## src/rtl/gbfp_pkg.sv

```systemverilog
// ----------------------------------------------------------------------------
// gbfp_pkg: shared types and constants of the binary frame parser
// Parse phases, event codes, framing bytes and the state and result records.
// ----------------------------------------------------------------------------
`default_nettype none

package gbfp_pkg;

    // framing bytes
    localparam logic [7:0] SYNC_ONE  = 8'hB5;
    localparam logic [7:0] SYNC_TWO  = 8'h62;
    localparam logic [7:0] NAV_CLASS = 8'h01;

    // event codes
    localparam logic [2:0] EV_NONE    = 3'd0;
    localparam logic [2:0] EV_PAYLOAD = 3'd1;
    localparam logic [2:0] EV_GOOD    = 3'd2;
    localparam logic [2:0] EV_BAD     = 3'd3;
    localparam logic [2:0] EV_DROP    = 3'd4;

    // largest length shown on the result word
    localparam logic [9:0] LEN_SHOWN_MAX = 10'h3FF;

    typedef enum logic [3:0] {
        PH_SYNC1  = 4'd0,
        PH_SYNC2  = 4'd1,
        PH_CLASS  = 4'd2,
        PH_ID     = 4'd3,
        PH_LEN_LO = 4'd4,
        PH_LEN_HI = 4'd5,
        PH_DATA   = 4'd6,
        PH_CK_A   = 4'd7,
        PH_CK_B   = 4'd8
    } gbfp_phase_t;

    // parser state that does not depend on the payload limit
    typedef struct packed {
        gbfp_phase_t phase;
        logic [7:0]  msg_class;
        logic [7:0]  msg_id;
        logic [15:0] length;
        logic [7:0]  sum_a;
        logic [7:0]  sum_b;
        logic [7:0]  received_a;
        logic [31:0] time_capture;
        logic [31:0] last_nav_time;
    } gbfp_state_t;

    // one result word
    typedef struct packed {
        logic [2:0]  event_res;
        logic [7:0]  payload_byte;
        logic [8:0]  payload_index;
        logic [7:0]  msg_class;
        logic [7:0]  msg_id;
        logic [9:0]  payload_length;
        logic [31:0] nav_time;
    } gbfp_result_t;

endpackage

`default_nettype wire

```

## src/rtl/gbfp_step.sv

```systemverilog
// ----------------------------------------------------------------------------
// gbfp_step: per-byte update of the frame parser
// Combinational next state and result word for one received byte.
// ----------------------------------------------------------------------------
`default_nettype none

module gbfp_step #(
    parameter int MAX_PAYLOAD = 512,
    parameter int IDX_W       = 10
) (
    input  var gbfp_pkg::gbfp_state_t  cur,
    input  wire logic [IDX_W-1:0]      cur_idx,
    input  wire logic [7:0]            rx_byte,
    output var gbfp_pkg::gbfp_state_t  nxt,
    output logic      [IDX_W-1:0]      nxt_idx,
    output var gbfp_pkg::gbfp_result_t res
);
    import gbfp_pkg::*;

    logic [7:0]   a_add;
    logic [7:0]   b_add;
    logic [15:0]  len_new;
    logic [IDX_W:0] idx_inc;

    // running fletcher sums with this byte
    assign a_add   = cur.sum_a + rx_byte;
    assign b_add   = cur.sum_b + a_add;
    assign len_new = {rx_byte, cur.length[7:0]};
    assign idx_inc = {1'b0, cur_idx} + {{IDX_W{1'b0}}, 1'b1};

    // phase decoder
    always_comb begin
        nxt               = cur;
        nxt_idx           = cur_idx;
        res.event_res     = EV_NONE;
        res.payload_byte  = 8'd0;
        res.payload_index = 9'd0;
        unique case (cur.phase)
            PH_SYNC1: begin
                nxt.sum_a = 8'd0;
                nxt.sum_b = 8'd0;
                if (rx_byte == SYNC_ONE) begin
                    nxt.phase = PH_SYNC2;
                end
            end
            PH_SYNC2: begin
                nxt.phase = (rx_byte == SYNC_TWO) ? PH_CLASS : PH_SYNC1;
            end
            PH_CLASS: begin
                nxt.msg_class = rx_byte;
                nxt.sum_a     = a_add;
                nxt.sum_b     = b_add;
                nxt.phase     = PH_ID;
            end
            PH_ID: begin
                nxt.msg_id = rx_byte;
                nxt.sum_a  = a_add;
                nxt.sum_b  = b_add;
                nxt.phase  = PH_LEN_LO;
            end
            PH_LEN_LO: begin
                nxt.length = {8'd0, rx_byte};
                nxt.sum_a  = a_add;
                nxt.sum_b  = b_add;
                nxt.phase  = PH_LEN_HI;
            end
            PH_LEN_HI: begin
                nxt.length = len_new;
                nxt.sum_a  = a_add;
                nxt.sum_b  = b_add;
                nxt_idx    = '0;
                if ({16'd0, len_new} > 32'(MAX_PAYLOAD)) begin
                    res.event_res = EV_DROP;
                    nxt.phase     = PH_SYNC1;
                end else if (len_new == 16'd0) begin
                    nxt.phase = PH_CK_A;
                end else begin
                    nxt.phase = PH_DATA;
                end
            end
            PH_DATA: begin
                res.event_res     = EV_PAYLOAD;
                res.payload_byte  = rx_byte;
                res.payload_index = 9'(cur_idx);
                // first four payload bytes form the time word
                if (32'(cur_idx) < 32'd4) begin
                    case (cur_idx[1:0])
                        2'd0:    nxt.time_capture[7:0]   = rx_byte;
                        2'd1:    nxt.time_capture[15:8]  = rx_byte;
                        2'd2:    nxt.time_capture[23:16] = rx_byte;
                        default: nxt.time_capture[31:24] = rx_byte;
                    endcase
                end
                nxt.sum_a = a_add;
                nxt.sum_b = b_add;
                nxt_idx   = idx_inc[IDX_W-1:0];
                if (17'(idx_inc) >= {1'b0, cur.length}) begin
                    nxt.phase = PH_CK_A;
                end
            end
            PH_CK_A: begin
                nxt.received_a = rx_byte;
                nxt.phase      = PH_CK_B;
            end
            PH_CK_B: begin
                if (cur.received_a == cur.sum_a && rx_byte == cur.sum_b) begin
                    res.event_res = EV_GOOD;
                    if (cur.msg_class == NAV_CLASS) begin
                        nxt.last_nav_time = cur.time_capture;
                    end
                end else begin
                    res.event_res = EV_BAD;
                end
                nxt.phase = PH_SYNC1;
            end
            default: begin
                nxt.phase = PH_SYNC1;
            end
        endcase
        res.msg_class      = nxt.msg_class;
        res.msg_id         = nxt.msg_id;
        res.payload_length = (nxt.length > 16'(LEN_SHOWN_MAX)) ? LEN_SHOWN_MAX
                                                               : nxt.length[9:0];
        res.nav_time       = nxt.last_nav_time;
    end

endmodule

`default_nettype wire

```

## src/rtl/gnss_binary_frame_parser_core.sv

```systemverilog
// ----------------------------------------------------------------------------
// gnss_binary_frame_parser_core: byte-serial binary frame parser
// Finds sync pairs, reads the header, streams payload bytes with their index,
// checks the fletcher-8 sum and keeps the time word of good nav frames.
//
//   channel  direction  handshake           fields
//   s_       in         s_valid / s_ready   s_rx_byte
//   m_       out        m_valid / m_ready   m_event_res .. m_nav_time
//
// one word in, one result word out; a word is accepted every cycle unless a held result waits on m_ready
// the result is registered and appears in the cycle after its word is accepted
// the parser state, the payload index and the result register are the only storage
// s_ready is low only while a result is held and m_ready is low
// synchronous active-low reset returns the parser to sync hunting
// ----------------------------------------------------------------------------
`default_nettype none

module gnss_binary_frame_parser_core #(
    parameter int MAX_PAYLOAD = 512
) (
    input  wire logic        aclk,
    input  wire logic        aresetn,
    input  wire logic        s_valid,
    output logic             s_ready,
    input  wire logic [7:0]  s_rx_byte,
    output logic             m_valid,
    input  wire logic        m_ready,
    output logic [2:0]       m_event_res,
    output logic [7:0]       m_payload_byte,
    output logic [8:0]       m_payload_index,
    output logic [7:0]       m_msg_class,
    output logic [7:0]       m_msg_id,
    output logic [9:0]       m_payload_length,
    output logic [31:0]      m_nav_time
);
    import gbfp_pkg::*;

    localparam int IDX_W = $clog2(MAX_PAYLOAD + 1);

    gbfp_state_t      state_reg;
    gbfp_state_t      state_next;
    logic [IDX_W-1:0] idx_reg;
    logic [IDX_W-1:0] idx_next;
    gbfp_result_t     res_next;
    gbfp_result_t     res_reg;
    logic             valid_reg;
    logic             accept;

    assign s_ready = !valid_reg || m_ready;
    assign accept  = s_valid && s_ready;

    gbfp_step #(
        .MAX_PAYLOAD (MAX_PAYLOAD),
        .IDX_W       (IDX_W)
    ) u_step (
        .cur     (state_reg),
        .cur_idx (idx_reg),
        .rx_byte (s_rx_byte),
        .nxt     (state_next),
        .nxt_idx (idx_next),
        .res     (res_next)
    );

    // parser state
    always_ff @(posedge aclk) begin
        if (!aresetn) begin
            state_reg <= '{phase: PH_SYNC1, default: '0};
            idx_reg   <= '0;
        end else if (accept) begin
            state_reg <= state_next;
            idx_reg   <= idx_next;
        end
    end

    // result register
    always_ff @(posedge aclk) begin
        if (!aresetn) begin
            valid_reg <= 1'b0;
            res_reg   <= '0;
        end else begin
            if (accept) begin
                valid_reg <= 1'b1;
                res_reg   <= res_next;
            end else if (m_ready) begin
                valid_reg <= 1'b0;
            end
        end
    end

    assign m_valid          = valid_reg;
    assign m_event_res      = res_reg.event_res;
    assign m_payload_byte   = res_reg.payload_byte;
    assign m_payload_index  = res_reg.payload_index;
    assign m_msg_class      = res_reg.msg_class;
    assign m_msg_id         = res_reg.msg_id;
    assign m_payload_length = res_reg.payload_length;
    assign m_nav_time       = res_reg.nav_time;

    // payload index stays inside the declared length
    a_idx_in_len: assert property (@(posedge aclk) disable iff (!aresetn)
        m_valid && m_event_res == EV_PAYLOAD |-> {1'b0, m_payload_index} < m_payload_length)
        else $error("payload index beyond declared length");

    // a drop only follows an over-limit length
    a_drop_len: assert property (@(posedge aclk) disable iff (!aresetn)
        m_valid && m_event_res == EV_DROP |->
            {22'd0, m_payload_length} > MAX_PAYLOAD || m_payload_length == LEN_SHOWN_MAX)
        else $error("drop without an over-limit length");

    // nav time moves only with a good frame
    a_nav_on_good: assert property (@(posedge aclk) disable iff (!aresetn)
        !$stable(m_nav_time) |-> m_valid && m_event_res == EV_GOOD)
        else $error("nav time changed without a good frame");

    // event codes stay in range
    a_event_range: assert property (@(posedge aclk) disable iff (!aresetn)
        m_valid |-> m_event_res <= EV_DROP)
        else $error("event code out of range");

endmodule

`default_nettype wire

```

## config.mk

```make
export PLATFORM = sky130hd
export DESIGN_NAME = gnss_binary_frame_parser_core
export DESIGN_NICKNAME = d
export VERILOG_FILES = /design/src/rtl/gbfp_pkg.sv /design/src/rtl/gbfp_step.sv /design/src/rtl/gnss_binary_frame_parser_core.sv
export SDC_FILE = /design/constraint.sdc
export NUM_CORES = 1
export LEC_CHECK = 0
export BUFFER_PORTS_ARGS = -buffer_cell sky130_fd_sc_hd__buf_2
export CAP_MARGIN = 20
export CELL_PAD_IN_SITES_DETAIL_PLACEMENT = 1
export CELL_PAD_IN_SITES_GLOBAL_PLACEMENT = 1
export CORE_MARGIN = 5
export CORE_UTILIZATION = 49
export CTS_CLUSTER_SIZE = 16
export DETAILED_ROUTE_END_ITERATION = 10
export GPL_TIMING_DRIVEN = 0
export PLACE_DENSITY = 0.86
export SLEW_MARGIN = 20
export SYNTH_ARGS = -nofsm -noshare
export SYNTH_HDL_FRONTEND = slang
export SYNTH_SLANG_ARGS = --single-unit
```

## constraint.sdc

```tcl
create_clock -name aclk -period 7.3 [get_ports aclk]
set_input_delay 0.365 -clock aclk [delete_from_list [all_inputs] [get_ports aclk]]
set_output_delay 0.365 -clock aclk [all_outputs]
set_load 0.1 [all_outputs]
```

# Yosys cells after proc, flatten, opt, wreduce, memory -nomap -nowiden
# Index checks and enable logic that the tools add are counted.
# Widths: inputs -> output; s select.
[totals]
register_bits = 165
in_bits = 12
output_inout_bits = 80
wordCells = 87
[classes]
add_sub_neg = 3
order_cmp = 4
n_eq_ne = 17
muxes = 21
bitwise = 1
reduce_logical = 23
[ops]
columns = ["operator", "count"]
rows = [
  ["$mux 32", 3],
  ["$pmux 16 s2", 2],
  ["$gt 16x10->1 const B", 2],
  ["$pmux 4 s8", 1],
  ["$pmux 10 s2", 1],
  ["$reduce_and 4->1", 5],
  ["$mux 17", 1],
  ["$add 8x8->8", 2],
  ["$eq 4x3->1 const B", 4],
  ["$eq 8x8->1", 2],
  ["$ge 11x16->1", 1],
  ["$logic_not 16->1", 1],
  ["$mux 8", 2],
  ["$add 10x1->11 const B", 1],
  ["$lt 10x3->1 const B", 1],
  ["$mux 10", 1],
  ["$reduce_and 2->1", 5],
  ["$pmux 3 s3", 1],
  ["$eq 4x2->1 const B", 2],
  ["$eq 8x1->1 const B", 1],
  ["$eq 8x7->1 const B", 1],
  ["$eq 8x8->1 const B", 1],
  ["$mux 4", 2],
  ["$mux 3", 2],
  ["17 further kinds", 24],
]

# Logic depth before layout (Yosys ltp)
[logic_depth]
word_depth = 4
ltp_mapped = 13
mapped_depth_nobuf = 13

# By module
# From an unflattened synthesis, not the netlist that was laid out.
[hier_totals]
cells_unflattened = 1435
area_unflattened_um2 = 12339.3
[modules_own_cells]
columns = ["module", "instances", "cells_per_inst", "area_per_inst_um2", "seq_area_each_um2"]
rows = [
  ["gnss_binary_frame_parser_core", 1, 924, 8449.4, 4264.1],
  ["gbfp_step", 1, 511, 3890.0, 0.0],
]

# Least setup slack after synthesis
# No wires, ideal clock.
[synth_path]
path_kind = "input port to flip-flop"
startpoint = "input s_rx_byte[0]"
endpoint = "register state_reg[79] (netlist bit)"
setup_time_ns = 0.065
arrival_ns = 2.942
required_ns = 7.235
slack_ns = 4.293
cell_stages = 12
path_cell_list = "ha_1 > fa_1 > a21o_1 > a21oi_1 > xnor2_1 > ha_1 > inv_1 > nor2_1 > a2111oi_1 > nor2_1 > or3_1 > nand4b_1"
[synth_via]
elab_chain_len = 3
[synth_lines]
columns = ["element", "line_no", "rtl"]
rows = [
  ["from (decl)", "gnss_binary_frame_parser_core.sv:25", "input wire logic [7:0] s_rx_byte,"],
  ["$add 8x8->8", "gbfp_step.sv:26", "assign a_add = cur.sum_a + rx_byte;"],
  ["$add 8x8->8", "gbfp_step.sv:27", "assign b_add = cur.sum_b + a_add;"],
  ["$pmux 16 s2", "gbfp_step.sv:38", "unique case (cur.phase)"],
  ["to (signal assigned)", "gnss_binary_frame_parser_core.sv:70", "state_reg <= state_next;"],
  ["to (decl)", "gnss_binary_frame_parser_core.sv:40", "gbfp_state_t state_reg;"],
]
# No other way between the ends.
# A chain may end at the register's enable or synchronous reset.

# Worst setup path after layout
[layout_path]
startpoint = "register state_reg[80] (netlist bit)"
endpoint = "register state_reg[79] (netlist bit)"
[layout_via]
elab_chain_len = 3
[layout_lines]
columns = ["element", "line_no"]
rows = [
  ["$add 8x8->8", "gbfp_step.sv:26"],
  ["$add 8x8->8", "gbfp_step.sv:27"],
  ["$pmux 16 s2", "gbfp_step.sv:38"],
]
# No other way between the ends.

==> impl_metrics.yaml <==
final_layout:
  num_antenna_cells: 0
  largest_reg_flops: 76
  seq_area_sq_mm: 0.00330
  nets: 1053
  areaGrowthSynthToFinish_pct: 16.1
  final_cells: 1242
  layout-drive-gt1-share_pct: 19.2
  nFillCells: 1979
  layout_common_cells: "dfxtp_1 (165), nor2b_1 (101), buf_2 (99), nand2_1 (79), mux2i_1 (57)"
  final_util_pct: 57.7
  design_area_sq_mm: 0.00954
  final_common_cell: "dfxtp_1"
  multi_input_area_sq_mm: 0.00424
clock_network:
  postCtsResizedCells: 0
  clk_latency_ns: 0.44
  post-cts-setup-buffers: 0
  clock-sinks: 165
  cts_tree: "built"
  htree_levels: 4
  clockBufferDepth: 2
  clk_pin_slew_ns: 0.06
  cts_buffers: 17
  cts_root_buffer: "clkbuf_16"
  cts.hold.buffers_added: 0
global_route:
  grt_pass1_wl_mm: 39.3
  gr-usage-met1_pct: 32.0
  grt-busiest-layer: "met2"
  use_met3_pct: 5.83
  grt_pass1_vias: 7299
  antenna_found_initial: 0
  track_usage_pct: 25.2
  gr-usage-met2_pct: 42.7
  grt_max_degree: 17
  globalRouteOverflowTotal: 0
floorplan:
  die-area_sq_mm: 0.0195
  dieWidth_microns: 140
  std_cell_rows: 47
  initial_core_util_pct: 49.8
  die_h_microns: 140
  coreArea_sq_mm: 0.0165
  io_pins: 92
detailed_routing:
  finalWirelength_mm: 24.4
  avgRoutedWirePerCell_microns: 19.7
  first_pass_iters: 6
  ant_nets: 0
  drt_iter0_drc: 517
  drcViolationCount: 0
  avgViaCountPerCell: 5.53
  vias: 6866
hold_path:
  timing.hold.worst_endpoint: "m_valid"
  hold_class: "input port to register"
  hold_depth: 3
  worstHoldStart: "s_valid"
timing:
  slew_viol_final: 0
  finalHoldWorstSlack_ns: 0.323
  timing.slew.headroom_pct: 39.1
  skew_ns: 0.00898
  fin_crit_ns: 3.49
  fmax_ghz: 0.287
  finalHoldViolCount: 0
  fin_crit_sh_pct: 47.7
  setup_viol: 0
  worstMarginPinSlew_ns: 0.913
  timing.final.ws_setup_ns: 3.82
  rsz0062_at_grt: "false"
  finalSetupTns_ns: 0
placement:
  dpl_cell_area_sq_mm: 0.00895
  detailedPlace.worstSlack_ns: 3.66
  portBuffers: 90
  globalplace.congestion: 0.962
  dpl.cell_count: 1210
  dpl.hpwl_mm: 17.4
synthesis:
  ys_seq_area_share_pct: 40.2
  syn_area_per_cell_sq_um: 9.14
  ys.flop_type: "dfxtp_1"
  syn_area_sq_mm: 0.00822
  ys_types: 59
  postSynth.asyncResetShare_pct: 0
  synth_seq_cells: 165
  syn_nets: 944
  synth_top_cell_area_share_pct: 40.2
  synth_largest_area_cell: "dfxtp_1"
  synth_edf_count: 0
  yosysWarnings: 0
  synth_area_leaders: "dfxtp_1 (40%), nor2b_1 (7.7%), mux2i_1 (6.9%), buf_4 (4.7%), ha_1 (4.6%)"
  synth_cells: 900
worst_setup_path:
  regToRegStartpoint: "state_reg[80]"
  worstReg2RegEnd: "state_reg[79]"
  critical_path_arrival_ns: 3.85
  endpoint_kind: "register"
  cpPeakStageDelay_ns: 0.70
  worst-r2r-setup-slack_ns: 3.82
  slowest_stage: "a2111oi_1"
  crit_type: "register to register"
  worstPathMaxFanout: 3
  reg2reg_depth: 12
  required_ns: 7.66
  cp-start-kind: "register"
  cp-startpoint: "state_reg[80]"
  crit_path_cell_trace: "ha_1 -> fa_1 -> a21o_1 -> a21oi_1 -> xnor2_1 -> ha_1 -> inv_1 -> nor2_1 -> a2111oi_1 -> nor2_1 -> or3_1 -> nand4b_1"
pwr:
  p_leak_nw: 4.19
  finalPower_mw: 1.96
  vdd_drop_max_mv: 0.192
  p_per_area_mw_per_mm2: 206
outcome:
  outcome: "finished, final reports clean"
flow_run:
  cap_violations: 0
[worst max path at each step]
stage	end	slack, ns	cells past startpoint
2_1_floorplan	state_reg[79]	4.29	12
3_3_place_gp	state_reg[79]	3.73	13
3_5_place_dp	state_reg[79]	3.66	13
4_1_cts	state_reg[79]	3.82	12
5_1_grt	state_reg[79]	3.66	12
6_report	state_reg[79]	3.82	12
[where the power goes]
part	leakage, nW	internal, mW	switching, mW
sequential	1.33	0.905	0.00382
clock	0.291	0.555	0.368
combinational	2.56	0.0331	0.0984
total	4.19	1.49	0.470
[final cells by class]
cell class | count | share of cell area, %
clock inverters | 9 | 1.32
inverters | 19 | 0.747
clock buffers | 23 | 4.90
repair buffers | 90 | 4.72
flip-flops and latches | 165 | 34.6
well taps | 220 | 2.88
multi-input cells | 613 | 44.4
plain buffers | 103 | 6.41
[Yosys cell counts (4+ instances only)]
library cell	number
a21o_1	7
nand2_1	79
nand2b_1	6
o21ai_1	18
nand4_1	9
a21boi_1	47
or3_1	4
nor4_1	6
xor2_1	12
ha_1	30
a31oi_1	10
xnor2_1	25
nor2b_1	101
o21ai_0	9
mux2i_1	57
nand3_1	56
a22oi_1	43
dfxtp_1	165
and3_1	5
clkbuf_1	39
a21oi_1	16
inv_1	16
nor3_1	7
buf_2	9
nor2_1	25
buf_4	51
[per-layer routing]
metal  wire, microns  vias to the layer above
met5               0                        -
met4             551                        0
met3            1250                       42
met2           11800                      165
met1           10800                     3364
li1                -                     3295
[worst max-delay path, delay by kind of cell (launching register included)]
kind	cells	cell delay, ns
AOI/OAI and AO/OA	3	1.14
xor gates and xnor gates	1	0.21
adders and majority gates	3	0.96
buffers and inverters	1	0.09
DFF	1	0.33
and+or+nand+nor	4	0.70
[cell families (layout without fill, tap and decap cells)]
family	count (synthesis)	in the layout	synth area share, %
compound gates	168	168	14.5
buf+inv	122	244	8.31
mux	57	57	6.94
xor+xnor	37	37	3.94
simple gates	319	319	21.1
flops	165	165	40.2
fa+ha+maj	32	32	5.05
(Power assumes the default switching activity.)
